<file path="src/sv/dscw_pkg.sv">
package dscw_pkg;

    // operation codes on the input channel
    localparam logic OP_START = 1'b0;
    localparam logic OP_LINK  = 1'b1;

    // result status codes
    localparam logic [2:0] ST_FETCH = 3'd0;
    localparam logic [2:0] ST_END   = 3'd1;
    localparam logic [2:0] ST_LOOP  = 3'd2;
    localparam logic [2:0] ST_TRACK = 3'd3;
    localparam logic [2:0] ST_RANGE = 3'd4;

    // register word index on the config port
    localparam logic REG_IMAGE_SIZE = 1'b0;

    localparam int MAP_ROW_BITS = 64;
    localparam logic [7:0] HDR_LOW = 8'h40;           // 64-byte image header
    localparam logic [19:0] OFF_LIMIT = 20'h40000;
    localparam logic [7:0] FULL_EXTENT = 8'd254;      // sector minus link bytes

    typedef struct packed {
        logic [23:0] a;
        logic [23:0] b;
    } alu_req_t;

    typedef struct packed {
        logic [23:0] sum;
        logic        gt;
    } alu_res_t;

    // sectors on all tracks below trk (trk counts from 1)
    function automatic logic [9:0] track_base(input logic [7:0] trk);
        logic [9:0] t;
        logic [9:0] r;
        t = {2'b00, trk};
        if (t <= 10'd18)
        begin
            r = 10'((t - 10'd1) * 10'd21);
        end
        else if (t <= 10'd25)
        begin
            r = 10'd357 + 10'((t - 10'd18) * 10'd19);
        end
        else if (t <= 10'd31)
        begin
            r = 10'd490 + 10'((t - 10'd25) * 10'd18);
        end
        else
        begin
            r = 10'd598 + 10'((t - 10'd31) * 10'd17);
        end
        return r;
    endfunction

endpackage

</file>
<file path="src/sv/dscw_alu.sv">
module dscw_alu (
    input  dscw_pkg::alu_req_t req,
    output dscw_pkg::alu_res_t res
);

    // one adder and one magnitude compare, shared by the link, accum, check, read and range steps
    always_comb
    begin
        res.sum = req.a + req.b;
        res.gt  = (req.a > req.b);
    end

endmodule

</file>
<file path="config.mk">
export PLATFORM = sky130hd
export DESIGN_NAME = dscw_alu
export DESIGN_NICKNAME = d
export VERILOG_FILES = /design/src/sv/dscw_pkg.sv /design/src/sv/dscw_alu.sv
export SDC_FILE = /design/constraint.sdc
export NUM_CORES = 1
export LEC_CHECK = 0
export BUFFER_PORTS_ARGS = -buffer_cell sky130_fd_sc_hd__buf_4
export CAP_MARGIN = 30
export CELL_PAD_IN_SITES_DETAIL_PLACEMENT = 0
export CELL_PAD_IN_SITES_GLOBAL_PLACEMENT = 1
export CORE_MARGIN = 2
export CORE_UTILIZATION = 38
export DETAILED_ROUTE_END_ITERATION = 8
export PLACE_DENSITY = 0.95
export SLEW_MARGIN = 20
export SYNTH_ARGS = -nofsm -noshare
export SYNTH_HDL_FRONTEND = slang
export SYNTH_SLANG_ARGS = --single-unit
</file>
<file path="constraint.sdc">
create_clock -name vclk -period 5.4
set_input_delay 0.81 -clock vclk [all_inputs]
set_output_delay 0.81 -clock vclk [all_outputs]
set_load 0.02 [all_outputs]
</file>
==> results.sh, run 1 <==
export IMPL_status="completed"
export IMPL_avgSynthCellArea_sq_um=7.039
export IMPL_arrival_ps=3210
export IMPL_nClkBuffers=0
export IMPL_drv_cap=0
export IMPL_port_buffers=73
export IMPL_fin_cells=373
export IMPL_remaining_drc_errors=0
export IMPL_ff_latch_area_sq_um=0
export IMPL_netlist_area_leader_share=0.3329
export IMPL_grt_pass1_wl_mm=7.569
export IMPL_netlist_instances=251
export IMPL_core_area_sq_um=4414
export IMPL_ctsHoldBuffers=0
export IMPL_rsz0062_at_grt="false"
export IMPL_synthToLayoutAreaGrowth_pct=34.07
export IMPL_antenna_left=0
export IMPL_ys_types=43
export IMPL_critical_path_class="primary input to output port"
export IMPL_synth_fp_nets=347
export IMPL_fin_tns_setup_ps=0
export IMPL_worst_hold_startpoint="req[25]"
export IMPL_min_period_ps=4019
export IMPL_final_common_cell="buf_4"
export IMPL_grt_usage=0.1714
export IMPL_crit_path_max_incr_delay_ps=430
export IMPL_drtPass1Iterations=4
export IMPL_yosys_top_cells_area="ha_1, xnor2_1, inv_1"
export IMPL_antenna_cells=0
export IMPL_post_dp_hpwl_mm=4.053
export IMPL_ir_worst_vdd_mv=0.1038
export IMPL_slew_violations=0
export IMPL_hold_class="primary input to output port"
export IMPL_p_leak_nw=1.249
export IMPL_max_freq_mhz=248.8
export IMPL_yosysTopAreaCell="ha_1"
export IMPL_layout_common_cells="buf_4, ha_1, inv_1"
export IMPL_design_area_sq_um=2369
export IMPL_critical_path_slowest_cell="a311o_1"
export IMPL_grt_pass1_vias=1786
export IMPL_drive_above_1_share=0.2617
export IMPL_crit_chain="buf_4 > ha_1 > fa_1 > nor2b_1 > o211ai_2 > nand3_1 > a311o_1 > a31oi_1 > o211ai_1 > xnor2_1 > buf_4"
export IMPL_end_kind="output port"
export IMPL_via_per_inst=5.228
export IMPL_setup_violations=0
export IMPL_yosysSeqAreaShare=0
export IMPL_path_delay_family="compound AO/OA/AOI/OAI gates"
export IMPL_drt_wirelength_per_cell_um=12.34
export IMPL_seq_cells=0
export IMPL_vias=1950
export IMPL_finalPower_uw=331.8
export IMPL_die_h_um=72.19
export IMPL_required_ps=4590
export IMPL_hold_viol=0
export IMPL_path_buf_inv=2
export IMPL_die_area_sq_um=5211
export IMPL_wl_mm=4.601
export IMPL_start_kind="primary input"
export IMPL_holdPathStages=3
export IMPL_tightest_slew_ps=536.9
export IMPL_ioPinCount=73
export IMPL_synth_area_sq_um=1767
export IMPL_dpl_cell_area_sq_um=2369
export IMPL_post_cts_setup_buffers=0
export IMPL_place_inst=373
export IMPL_crit_top_cell="buf_4"
export IMPL_die_w_um=72.19
export IMPL_nets=419
export IMPL_drt_iter0_markers=50
export IMPL_min_to="res[2]"
export IMPL_synth_warnings=0
export IMPL_start_util=0.4002
export IMPL_finalWeightedCongestion=0.9326
export IMPL_antenna_found_initial=0
export IMPL_hold_slack_ps=2006
export IMPL_rows=24
export IMPL_cts_resized=0
export IMPL_fillCellCount=440
export IMPL_grt_overflow=0
export IMPL_grt_max_degree=11
export IMPL_timing_slew_headroom=0.6399
export IMPL_p_per_area_nw_per_um2=140.1
export IMPL_path_max_fanout=4
export IMPL_min_period_over_period=0.7443
-- kinds of logic after synthesis --
group | share of synthesized area
AND/OR/NAND/NOR | 0.1707
XOR/XNOR | 0.1041
AO/OA/AOI/OAI | 0.2734
adder cells (fa/ha/maj) | 0.3442
multiplexers | 0.005666
buffers and inverters | 0.1020
-- worst max-delay path by stage --
stage,slack [ps],depth (start not counted),start,end
final,1380,11,req[0],res[21]
after CTS,1400,11,req[0],res[21]
after global placement,1430,11,req[0],res[21]
after floorplan,1630,9,req[0],res[21]
after detailed placement,1400,11,req[0],res[21]
after global routing,1260,11,req[0],res[23]
-- cell type report --
cell class                      instances  area (sq um)  share of cell area
Tap cell                               52         65.06             0.02747
Multi-Input combinational cell        203          1587              0.6698
Timing Repair Buffer                   73         548.0              0.2314
Inverter                               45         168.9             0.07132
-- power breakdown --
group | internal (mW) | total (mW) | leakage [nW] | switching, mW
registers | 0 | 0 | 0 | 0
logic | 0.147 | 0.332 | 1.25 | 0.185
clock network | 0 | 0 | 0 | 0
-- metal layers --
metal  GRT usage  share of wire  vias up
met2      0.3109           0.48       61
met5           0              0        -
met4    0.006289         0.0030        0
li1            -              -     1019
met1      0.2385           0.46      868
met3    0.002778          0.055        2
-- synth_stat cells (2+ instances only) --
library cell and number:
ha_1 47, clkbuf_1 3, nand2_1 4, o21a_1 2
a31oi_1 2, nand2b_1 3, o31a_1 2, o211ai_1 2
nor2b_1 5, xnor2_1 18, a21o_1 3, inv_2 5
o21bai_1 3, inv_1 40, xor2_1 3, o31ai_1 7
nor4_1 4, nor2_1 24, o21ai_0 7, nor3_1 6
nand4_1 6, a21oi_1 29, nand3_1 5, a211oi_1 2
-- per-stage QoR --
stage / worst slack, ps / utilization
2_1_floorplan: 1628 / -
3_3_place_gp: 1434 / 0.5366
3_5_place_dp: 1399 / 0.5366
4_1_cts: 1398 / 0.5366
5_1_grt: 1263 / 0.5366
6_report: 1381 / 0.5366
-- tightest hold or removal path, stage by stage --
cell and delay (ps):
buf_4 100, fa_1 150, buf_4 130
Note: power is estimated with default switching activity, not from simulation.
==> run 2, diff against run 1 <==
--- a/config.mk
+++ b/config.mk
@@ -10,9 +10,9 @@
 export CELL_PAD_IN_SITES_DETAIL_PLACEMENT = 0
 export CELL_PAD_IN_SITES_GLOBAL_PLACEMENT = 1
 export CORE_MARGIN = 2
-export CORE_UTILIZATION = 38
+export CORE_UTILIZATION = 32
 export DETAILED_ROUTE_END_ITERATION = 8
-export PLACE_DENSITY = 0.95
+export PLACE_DENSITY = 0.88
 export SLEW_MARGIN = 20
 export SYNTH_ARGS = -nofsm -noshare
 export SYNTH_HDL_FRONTEND = slang
==> constraint.sdc (replaced) <==
create_clock -name vclk -period 3.6
set_input_delay 0.54 -clock vclk [all_inputs]
set_output_delay 0.54 -clock vclk [all_outputs]
set_load 0.02 [all_outputs]
==> run 2 against run 1 <==
Critical path depth did not move. Design area is 2.4% higher. Die area is 18% higher. Setup slack got worse by 1200 ps. Critical path type unchanged.
==> results.sh, run 2 (synthesized netlist as in run 1, its figures left out) <==
export IMPL_status="completed"
export IMPL_drt_wirelength_per_cell_um=12.01
export IMPL_p_seq_frac=0
export IMPL_antenna_cells=0
export IMPL_max_freq_mhz=292.5
export IMPL_finalWeightedCongestion=0.8579
export IMPL_p_per_area_nw_per_um2=209.0
export IMPL_port_buffers=73
export IMPL_via_per_inst=4.937
export IMPL_fin_cells=394
export IMPL_fin_tns_setup_ps=0
export IMPL_p_leak_nw=1.257
export IMPL_worst_hold_startpoint="req[25]"
export IMPL_setup_violations=0
export IMPL_min_period_ps=3419
export IMPL_start_kind="primary input"
export IMPL_holdPathStages=3
export IMPL_vias=1945
export IMPL_ioPinCount=73
export IMPL_hold_viol=0
export IMPL_place_inst=393
export IMPL_ir_worst_vdd_mv=0.1241
export IMPL_grt_usage=0.1520
export IMPL_drt_iter0_markers=91
export IMPL_crit_path_start="req[0]"
export IMPL_nets=420
export IMPL_remaining_drc_errors=0
export IMPL_tightest_slew_ps=495.2
export IMPL_start_util=0.3269
export IMPL_p_sw_frac=0.5585
export IMPL_drive_above_1_share=0.2702
export IMPL_p_int_uw=223.8
export IMPL_nClkBuffers=0
export IMPL_post_dp_hpwl_mm=4.151
export IMPL_rows=27
export IMPL_arrival_ps=2880
export IMPL_antenna_found_initial=0
export IMPL_hold_class="primary input to output port"
export IMPL_min_to="res[2]"
export IMPL_wl_mm=4.730
export IMPL_timing_slew_headroom=0.6668
export IMPL_slew_violations=0
export IMPL_seq_cells=0
export IMPL_p_comb_frac=1.000
export IMPL_grt_overflow=0
export IMPL_grt_max_degree=11
export IMPL_antenna_left=0
export IMPL_die_w_um=78.30
export IMPL_rsz0062_at_grt="false"
export IMPL_die_area_sq_um=6131
export IMPL_core_area_sq_um=5405
export IMPL_grt_pass1_wl_mm=8.100
export IMPL_critical_path_class="primary input to output port"
export IMPL_die_h_um=78.30
export IMPL_drv_cap=0
export IMPL_layout_common_cells="buf_4, ha_1, inv_1"
export IMPL_drtPass1Iterations=4
export IMPL_p_sw_uw=283.1
export IMPL_required_ps=3060
export IMPL_path_max_fanout=4
export IMPL_end_kind="output port"
export IMPL_synthToLayoutAreaGrowth_pct=37.25
export IMPL_final_common_cell="buf_4"
export IMPL_pwr_share_clk=0
export IMPL_ff_latch_area_sq_um=0
export IMPL_min_period_over_period=0.9498
export IMPL_grt_pass1_vias=1888
run 2: power groups by stage:
stage / Sequential (mW) / Clock [mW] / Combinational [mW]
floorplan: 0 / 0 / 0.309
global placement: 0 / 0 / 0.497
detailed placement: 0 / 0 / 0.499
CTS: 0 / 0 / 0.501
global route: 0 / 0 / 0.556
finish: 0 / 0 / 0.507
run 2: critical path, cell delays in order:
cell and delay [ps]:
buf_4 120, ha_1 220, fa_1 390, nor2b_1 170, o211ai_2 170, nand3_1 100
a311o_2 450, a21oi_4 210, o221ai_1 140, xnor2_1 190, buf_4 170
run 2: area by class of cell:
| cell class | count | area (sq um) |
|---|---|---|
| Fill cell | 604 | 2980 |
| Inverter | 45 | 168.9 |
| Multi-Input combinational cell | 203 | 1610 |
| Tap cell | 72 | 90.09 |
| Timing Repair Buffer | 74 | 555.5 |
run 2: metrics by stage:
step	hold WS [ps]	total power, mW	cell area (sq um)	utilization	setup slack (ps)
after floorplan	1295	0.3094	1767	-	368.4
after global placement	1466	0.4972	2394	0.4428	141.7
after detailed placement	1461	0.4992	2394	0.4428	131.5
after CTS	1461	0.5013	2394	0.4428	118.6
after global routing	1484	0.5562	2425	0.4486	18.16
final	1459	0.5068	2425	0.4486	180.8
run 2: how the worst max path moves through the flow:
stage | end | slack (ps) | cells past startpoint
6_report | res[23] | 180 | 11
5_1_grt | res[21] | 20 | 11
3_5_place_dp | res[23] | 130 | 11
3_3_place_gp | res[23] | 140 | 11
4_1_cts | res[23] | 120 | 11
2_1_floorplan | res[21] | 370 | 9
run 2: metal layers:
metal	track usage	vias to the layer above	wire, um
li1	-	1017	-
met1	0.2070	867	2183
met2	0.2802	61	2292
met3	0.005747	0	254
met4	0.003509	0	0
met5	0	-	0
run 2: repair_timing:
| item | CTS | global route |
|---|---|---|
| setup buffers | 0 | 1 |
| resized for setup | 0 | 4 |
| hold endpoints to repair | 0 | 0 |
| endpoints found under the setup margin | 0 | 2 |
| hold buffers | 0 | 0 |
